File: config.mk
export PLATFORM = sky130hd
export DESIGN_NAME = sorted_priority_queue
export DESIGN_NICKNAME = d
export VERILOG_FILES = /design/src/hw/rtl/spq_pkg.sv /design/src/hw/rtl/spq_store.sv /design/src/hw/rtl/sorted_priority_queue.sv
export SDC_FILE = /design/constraint.sdc
export NUM_CORES = 1
export LEC_CHECK = 0
export BUFFER_PORTS_ARGS = -buffer_cell sky130_fd_sc_hd__buf_2
export CORE_ASPECT_RATIO = 0.7
export CORE_MARGIN = 5
export CORE_UTILIZATION = 30
export CTS_CLUSTER_SIZE = 25
export DETAILED_ROUTE_END_ITERATION = 12
export HOLD_SLACK_MARGIN = 0.05
export PLACE_DENSITY_LB_ADDON = 0.25
export SETUP_SLACK_MARGIN = 0.1
export SLEW_MARGIN = 5
export SYNTH_ARGS = -nofsm -noshare
export SYNTH_HDL_FRONTEND = slang
export SYNTH_SLANG_ARGS = --single-unit
File: constraint.sdc
create_clock -name clock -period 18.1 [get_ports clock]
set_clock_uncertainty 0.05 [all_clocks]
set_input_delay 2.715 -clock clock [delete_from_list [all_inputs] [get_ports clock]]
set_output_delay 2.715 -clock clock [all_outputs]
set_load 0.01 [all_outputs]
File: src/hw/rtl/spq_pkg.sv
package spq_pkg;

   localparam int CAPACITY_DEF      = 16;
   localparam int PRIORITY_BITS_DEF = 8;

   localparam int VALUE_W   = 32;
   localparam int PRIO_IN_W = 8;
   localparam int FUNC_W    = 2;
   localparam int STATUS_W  = 2;

   typedef enum logic [FUNC_W-1:0] {
      FUNC_PUSH   = 2'd0,
      FUNC_INSERT = 2'd1,
      FUNC_POP    = 2'd2,
      FUNC_DELETE = 2'd3
   } func_type;

   typedef enum logic [STATUS_W-1:0] {
      STATUS_OK    = 2'd0,
      STATUS_FULL  = 2'd1,
      STATUS_EMPTY = 2'd2
   } status_type;

   typedef enum logic [2:0] {
      ST_IDLE   = 3'b001,
      ST_WALK   = 3'b010,
      ST_FINISH = 3'b100
   } state_type;

endpackage

File: src/hw/rtl/spq_store.sv
module spq_store #(
   parameter int DEPTH = spq_pkg::CAPACITY_DEF,
   parameter int WIDTH = spq_pkg::VALUE_W + spq_pkg::PRIORITY_BITS_DEF
) (
   input  logic                     clock,
   input  logic                     wr_en,
   input  logic [$clog2(DEPTH)-1:0] wr_addr,
   input  logic [WIDTH-1:0]         wr_data,
   input  logic                     rd_en,
   input  logic [$clog2(DEPTH)-1:0] rd_addr,
   output logic [WIDTH-1:0]         rd_data
);

   logic [WIDTH-1:0] store_ff [DEPTH];
   logic [WIDTH-1:0] rd_data_ff;

   always_ff @(posedge clock) begin
      if (wr_en) begin
         store_ff[wr_addr] <= wr_data;
      end
   end

   always_ff @(posedge clock) begin
      if (rd_en) begin
         rd_data_ff <= store_ff[rd_addr];
      end
   end

   assign rd_data = rd_data_ff;

endmodule

File: src/hw/rtl/sorted_priority_queue.sv
// Channel   Ports                                   Handshake
// request   req_func, req_item_value,               start & !busy
//           req_item_priority
// response  rsp_popped_value, rsp_status,           rsp_strobe, one cycle
//           rsp_occupancy, rsp_removed_count
//
// Push and rejected requests go from accept straight to the finish state, which registers the strobe.
// Other insert, pop and delete requests walk the entry memory once, one entry per cycle.
// busy is high from accept until the strobe; start is ignored meanwhile.
// Synchronous reset empties the queue; no memory clearing pass.
// The response beat cannot be stalled.
module sorted_priority_queue #(
   parameter int CAPACITY      = spq_pkg::CAPACITY_DEF,
   parameter int PRIORITY_BITS = spq_pkg::PRIORITY_BITS_DEF,
   localparam int CNT_W        = $clog2(CAPACITY + 1)
) (
   input  logic                                clock,
   input  logic                                reset,
   input  logic                                start,
   output logic                                busy,
   input  logic [spq_pkg::FUNC_W-1:0]          req_func,
   input  logic signed [spq_pkg::VALUE_W-1:0]  req_item_value,
   input  logic [spq_pkg::PRIO_IN_W-1:0]       req_item_priority,
   output logic                                rsp_strobe,
   output logic signed [spq_pkg::VALUE_W-1:0]  rsp_popped_value,
   output logic [spq_pkg::STATUS_W-1:0]        rsp_status,
   output logic [CNT_W-1:0]                    rsp_occupancy,
   output logic [CNT_W-1:0]                    rsp_removed_count
);

   localparam int IDX_W  = $clog2(CAPACITY);
   localparam int PB     = PRIORITY_BITS;
   localparam int VW     = spq_pkg::VALUE_W;
   localparam int EW     = VW + PB;
   localparam int PEXT_W = (PB > spq_pkg::PRIO_IN_W) ? PB : spq_pkg::PRIO_IN_W;

   spq_pkg::state_type  state_ff, state_in;
   spq_pkg::func_type   func_ff, func_in;
   spq_pkg::status_type status_ff, status_in;
   logic [PB-1:0]       prio_ff, prio_in;
   logic [CNT_W-1:0]    count_ff, count_in;
   logic [CNT_W-1:0]    ptr_ff, ptr_in;
   logic [CNT_W-1:0]    keep_ff, keep_in;
   logic [CNT_W-1:0]    rd_idx_ff, rd_idx_in;
   logic                rd_vld_ff, rd_vld_in;
   logic                placed_ff, placed_in;
   logic [EW-1:0]       carry_ff, carry_in;
   logic [VW-1:0]       popped_ff, popped_in;

   logic                rsp_strobe_ff, rsp_strobe_in;
   logic [VW-1:0]       rsp_popped_ff, rsp_popped_in;
   logic [spq_pkg::STATUS_W-1:0] rsp_status_ff, rsp_status_in;
   logic [CNT_W-1:0]    rsp_occ_ff, rsp_occ_in;
   logic [CNT_W-1:0]    rsp_rem_ff, rsp_rem_in;

   logic                wr_en, rd_en;
   logic [IDX_W-1:0]    wr_addr, rd_addr;
   logic [EW-1:0]       wr_data, rd_data;
   logic [PEXT_W-1:0]   req_prio_ext;
   logic [PB-1:0]       req_prio;
   logic [PB-1:0]       rd_prio;
   logic                full, drop;

   spq_store #(
      .DEPTH (CAPACITY),
      .WIDTH (EW)
   ) u_store (
      .clock   (clock),
      .wr_en   (wr_en),
      .wr_addr (wr_addr),
      .wr_data (wr_data),
      .rd_en   (rd_en),
      .rd_addr (rd_addr),
      .rd_data (rd_data)
   );

   assign req_prio_ext = PEXT_W'(req_item_priority);
   assign req_prio     = req_prio_ext[PB-1:0];
   assign rd_prio      = rd_data[PB-1:0];
   assign full         = (count_ff == CNT_W'(CAPACITY));
   assign busy         = (state_ff != spq_pkg::ST_IDLE);

   always_comb begin
      state_in      = state_ff;
      func_in       = func_ff;
      status_in     = status_ff;
      prio_in       = prio_ff;
      count_in      = count_ff;
      ptr_in        = ptr_ff;
      keep_in       = keep_ff;
      rd_idx_in     = ptr_ff;
      rd_vld_in     = 1'b0;
      placed_in     = placed_ff;
      carry_in      = carry_ff;
      popped_in     = popped_ff;
      rsp_strobe_in = 1'b0;
      rsp_popped_in = rsp_popped_ff;
      rsp_status_in = rsp_status_ff;
      rsp_occ_in    = rsp_occ_ff;
      rsp_rem_in    = rsp_rem_ff;
      wr_en         = 1'b0;
      wr_addr       = count_ff[IDX_W-1:0];
      wr_data       = carry_ff;
      rd_en         = 1'b0;
      rd_addr       = ptr_ff[IDX_W-1:0];
      drop          = 1'b0;

      unique case (state_ff)
         spq_pkg::ST_IDLE: begin
            if (start) begin
               func_in   = spq_pkg::func_type'(req_func);
               prio_in   = req_prio;
               ptr_in    = '0;
               keep_in   = '0;
               placed_in = 1'b0;
               popped_in = '0;
               status_in = spq_pkg::STATUS_OK;
               carry_in  = {req_item_value, req_prio};
               state_in  = spq_pkg::ST_WALK;
               unique case (spq_pkg::func_type'(req_func))
                  spq_pkg::FUNC_PUSH: begin
                     carry_in  = {req_item_value, PB'(0)};
                     status_in = full ? spq_pkg::STATUS_FULL : spq_pkg::STATUS_OK;
                     state_in  = spq_pkg::ST_FINISH;
                  end
                  spq_pkg::FUNC_INSERT: begin
                     if (full) begin
                        status_in = spq_pkg::STATUS_FULL;
                        state_in  = spq_pkg::ST_FINISH;
                     end
                  end
                  spq_pkg::FUNC_POP: begin
                     if (count_ff == '0) begin
                        status_in = spq_pkg::STATUS_EMPTY;
                        state_in  = spq_pkg::ST_FINISH;
                     end
                  end
                  spq_pkg::FUNC_DELETE: begin
                  end
                  default: begin
                  end
               endcase
            end
         end

         spq_pkg::ST_WALK: begin
            rd_en     = (ptr_ff < count_ff);
            rd_vld_in = rd_en;
            if (rd_en) begin
               ptr_in = ptr_ff + CNT_W'(1);
            end
            if (rd_vld_ff) begin
               if (func_ff == spq_pkg::FUNC_INSERT) begin
                  // displaced entries ripple one slot toward the tail
                  if (placed_ff || (rd_prio < prio_ff)) begin
                     wr_en     = 1'b1;
                     wr_addr   = rd_idx_ff[IDX_W-1:0];
                     wr_data   = carry_ff;
                     carry_in  = rd_data;
                     placed_in = 1'b1;
                  end
               end else begin
                  drop = ((func_ff == spq_pkg::FUNC_POP) && (rd_idx_ff == '0)) ||
                         ((func_ff == spq_pkg::FUNC_DELETE) && (rd_prio == prio_ff));
                  if ((func_ff == spq_pkg::FUNC_POP) && (rd_idx_ff == '0)) begin
                     popped_in = rd_data[EW-1 -: VW];
                  end
                  if (!drop) begin
                     wr_en   = 1'b1;
                     wr_addr = keep_ff[IDX_W-1:0];
                     wr_data = rd_data;
                     keep_in = keep_ff + CNT_W'(1);
                  end
               end
            end
            if (!rd_en && !rd_vld_ff) begin
               state_in = spq_pkg::ST_FINISH;
            end
         end

         spq_pkg::ST_FINISH: begin
            rsp_strobe_in = 1'b1;
            rsp_popped_in = popped_ff;
            rsp_status_in = status_ff;
            if ((func_ff == spq_pkg::FUNC_PUSH) || (func_ff == spq_pkg::FUNC_INSERT)) begin
               rsp_rem_in = '0;
               if (status_ff == spq_pkg::STATUS_OK) begin
                  wr_en    = 1'b1;
                  count_in = count_ff + CNT_W'(1);
               end
            end else begin
               rsp_rem_in = count_ff - keep_ff;
               count_in   = keep_ff;
            end
            rsp_occ_in = count_in;
            state_in   = spq_pkg::ST_IDLE;
         end

         default: begin
            state_in = spq_pkg::ST_IDLE;
         end
      endcase
   end

   always_ff @(posedge clock) begin
      if (reset) begin
         state_ff      <= spq_pkg::ST_IDLE;
         count_ff      <= '0;
         rd_vld_ff     <= 1'b0;
         rsp_strobe_ff <= 1'b0;
      end else begin
         state_ff      <= state_in;
         count_ff      <= count_in;
         rd_vld_ff     <= rd_vld_in;
         rsp_strobe_ff <= rsp_strobe_in;
      end
   end

   always_ff @(posedge clock) begin
      func_ff       <= func_in;
      status_ff     <= status_in;
      prio_ff       <= prio_in;
      ptr_ff        <= ptr_in;
      keep_ff       <= keep_in;
      rd_idx_ff     <= rd_idx_in;
      placed_ff     <= placed_in;
      carry_ff      <= carry_in;
      popped_ff     <= popped_in;
      rsp_popped_ff <= rsp_popped_in;
      rsp_status_ff <= rsp_status_in;
      rsp_occ_ff    <= rsp_occ_in;
      rsp_rem_ff    <= rsp_rem_in;
   end

   assign rsp_strobe        = rsp_strobe_ff;
   assign rsp_popped_value  = rsp_popped_ff;
   assign rsp_status        = rsp_status_ff;
   assign rsp_occupancy     = rsp_occ_ff;
   assign rsp_removed_count = rsp_rem_ff;

   a_count_bound: assert property (@(posedge clock) disable iff (reset)
      count_ff <= CNT_W'(CAPACITY))
      else $error("entry count above capacity");

   a_strobe_idle: assert property (@(posedge clock) disable iff (reset)
      rsp_strobe_ff |-> (state_ff == spq_pkg::ST_IDLE))
      else $error("response beat while still busy");

   a_read_in_walk: assert property (@(posedge clock) disable iff (reset)
      rd_vld_ff |-> (state_ff == spq_pkg::ST_WALK))
      else $error("read data returned outside walk");

   a_walk_write_behind: assert property (@(posedge clock) disable iff (reset)
      (wr_en && (state_ff == spq_pkg::ST_WALK)) |->
         (CNT_W'(wr_addr) <= rd_idx_ff) && (rd_idx_ff < count_ff))
      else $error("walk write ahead of read pointer");

   a_full_occupancy: assert property (@(posedge clock) disable iff (reset)
      (rsp_strobe_ff && (rsp_status_ff == spq_pkg::STATUS_FULL)) |->
         (rsp_occ_ff == CNT_W'(CAPACITY)))
      else $error("full status with free entries");

endmodule

==> out/metrics.csv <==
metric,value,unit
synthesis.yosys.warnings,0,
total_switching_power,871,uW
final_critical_path_setup_slack,13.19,ns
mappedNetlistNets,1493,
synth_enable_flop_cells,819,
post-route-drc-count,0,
fin_tns_setup,0,ns
power.switching_fraction,21.6,%
cell_area_after_technology_mapping,32100,um^2
ys_seq_elements,834,
path_clk_slew,0.06,ns
ff_latch_area,24900,um^2
grt_first_pass_wirelength,111000,um
hold_slack,0.369,ns
fillCellCount,9794,
synth.top_cells.by_area,"sky130_fd_sc_hd__edfxtp_1 77%, sky130_fd_sc_hd__mux4_2 14%, sky130_fd_sc_hd__mux2_2 1.4%",
final-hold-violation-count,0,
dp_worst_setup_slack,13.15,ns
die_h,284,um
synth_top_flop_cell,sky130_fd_sc_hd__edfxtp_1,
design.die.area,114000,um^2
floorplan.initialDensity,30.2,%
viasPerCell,4.82,
port-buffer-count,90,
period_minus_slack,4.91,ns
finalNetCount,1636,
largest_net_degree_at_the_start_of_global_routing,63,
cts_tree,done,
synth.most_common_cell,sky130_fd_sc_hd__edfxtp_1,
cts.root.buffer_cell,sky130_fd_sc_hd__clkbuf_16,
grt.total_usage,13.4,%
yosys.cell_types.count,51,
numCtsBuffers,79,
floorplan.core_area,106000,um^2
placedCellCount,2917,
timing.fmax,0.204,GHz
setup.worst_path.start_class,register,
postCtsResizedCells,0,
placed_area,34400,um^2
post-cts-setup-buffers,0,
antenna_found_initial,2,
synth_area_leader_cell,sky130_fd_sc_hd__edfxtp_1,
grt_overflow_total,0,
ctsHtreeMaxLevel,3,
leakage,12.0,nW
power.share.combinational,6.6,%
number_of_global_route_vias_before_repair,15300,
min-delay-path-class,reg2reg,
multi_input_area,6930,um^2
synthToLayoutAreaGrowth,14.9,%
power.sequential.fraction,54.3,%
path_max_fanout,46,
clock_latency,0.65,ns
finish.cell_count_without_fillers,3052,
post_synth_most_frequent_cells,"819 x sky130_fd_sc_hd__edfxtp_1, 200 x sky130_fd_sc_hd__mux4_2, 45 x sky130_fd_sc_hd__clkbuf_1, 41 x sky130_fd_sc_hd__nand2_1",
die_width,401,um
synth.yosys.seq_area_share,77.6,%
drt_first_iter_violations,1171,
fin_crit_sh,27.1,%
final_layout_size_suffix_gt1_share,31.0,%
max-vdd-ir-drop,0.0594,mV
slew_headroom,20.0,%
power_per_cell_area,110,nW/um^2
cts_num_sinks,834,
count_of_final_setup_violators,0,
holdBufCountCts,0,
pwr-share-clk,39.1,%
post_layout_power,4.04,mW
crit_path_end_kind,register,
pin_count,91,
grt_setup_unrepaired,false,
synthesis.instances,1427,
maximum_clock_insertion_buffer_count,3,
critPathArrivalTime,5.13,ns
postSynth.asyncResetShare,0,%
finalWirelength,76700,um
ant_nets,0,
layout.core_utilization,34.7,%
drt_pre_antenna_iters,5,
syn_avg_cell_area,22.5,um^2
maxCapViolCount,0,
wire_per_inst,25.1,um
vias,14700,
post_route_design_area,36800,um^2
setup.worst_path.class,reg2reg,
num_antenna_cells,0,
share_of_the_synthesized_area_in_the_top_cell_type,76.7,%
internal-power,3.16,mW
critPathRequiredTime,18.32,ns
globalplace.congestion,0.729,
dp.final_hpwl,42400,um
slew_violations,0,
tightestPinTransition,1.20,ns
result_of_the_run,completed,
rows,100,
[critical path: stages (launching register included)]
cell and delay, ns:
sky130_fd_sc_hd__edfxtp_1 0.42, sky130_fd_sc_hd__ha_1 0.33, sky130_fd_sc_hd__nand4_1 0.23, sky130_fd_sc_hd__nor3_1 0.35, sky130_fd_sc_hd__nor3_2 0.13, sky130_fd_sc_hd__nand3_2 0.09, sky130_fd_sc_hd__buf_4 0.67, sky130_fd_sc_hd__o22a_1 0.30
sky130_fd_sc_hd__o211ai_2 0.28, sky130_fd_sc_hd__nor4bb_4 0.99, sky130_fd_sc_hd__buf_4 0.65
[routing by layer]
layer	track usage, %	wire [um]
met5	0	0
met1	20.3	37000
met4	2.17	971
met2	20.0	34300
met3	2.86	4360
[worst paths after layout]
kind	cells after the start	startpoint	slack, ns	end
worst max-delay path	10	u_store.rd_data[5]	13.19	u_store.store_ff[6][27]
worst min-delay path	0	popped_ff[20]	0.37	rsp_popped_value[20]
worst max register to register	10	u_store.rd_data[5]	13.19	u_store.store_ff[6][27]
worst min register to register	0	popped_ff[20]	0.37	rsp_popped_value[20]
[kinds of logic after synthesis]
group	share of synthesized area (%)
DFF	77.6
adders and majority gates	0.843
muxes	15.4
and+or+nand+nor	2.66
xor gates and xnor gates	0.382
buffers and inverters	1.15
AOI/OAI and AO/OA	1.89
[area by class of cell]
type                       instances  share of cell area [%]
sequential                       834                    67.6
inverter                          24                   0.245
clock inverter                    38                   0.842
multi-input combinational        503                    18.8
clock buffer                      97                    5.67
timing repair buffer             128                    2.00
tap                             1428                    4.85
[layout by cell type (no fill, tap or decap), types with 15 or more instances in the layout]
master and n:
sky130_fd_sc_hd__clkinv_1 17, sky130_fd_sc_hd__mux4_2 200, sky130_fd_sc_hd__a21o_1 39, sky130_fd_sc_hd__inv_1 21
sky130_fd_sc_hd__clkbuf_1 16, sky130_fd_sc_hd__nor2_1 20, sky130_fd_sc_hd__mux2_2 39, sky130_fd_sc_hd__buf_4 38
sky130_fd_sc_hd__o21ai_0 16, sky130_fd_sc_hd__buf_2 90, sky130_fd_sc_hd__edfxtp_1 819, sky130_fd_sc_hd__and2_1 38
sky130_fd_sc_hd__dfxtp_1 15, sky130_fd_sc_hd__ha_1 20, sky130_fd_sc_hd__clkbuf_16 81, sky130_fd_sc_hd__nand2_1 38
[sequential cells by signal, indices dropped and copies added, names as in the netlist, 8 cells and up]
name,cells
u_store.store_ff,640
u_store.rd_data,40
carry_ff,40
rsp_popped_value,32
popped_ff,32
prio_ff,8
[power groups by stage]
stage	Clock [mW]	Combinational [mW]	Sequential, mW
after global routing	1.71	0.292	2.19
after detailed placement	0	0.275	2.23
after CTS	1.63	0.275	2.19
after floorplan	0	0.183	2.23
after global placement	0	0.270	2.23
final	1.58	0.268	2.19
Note: power is estimated with default switching activity, not from simulation.
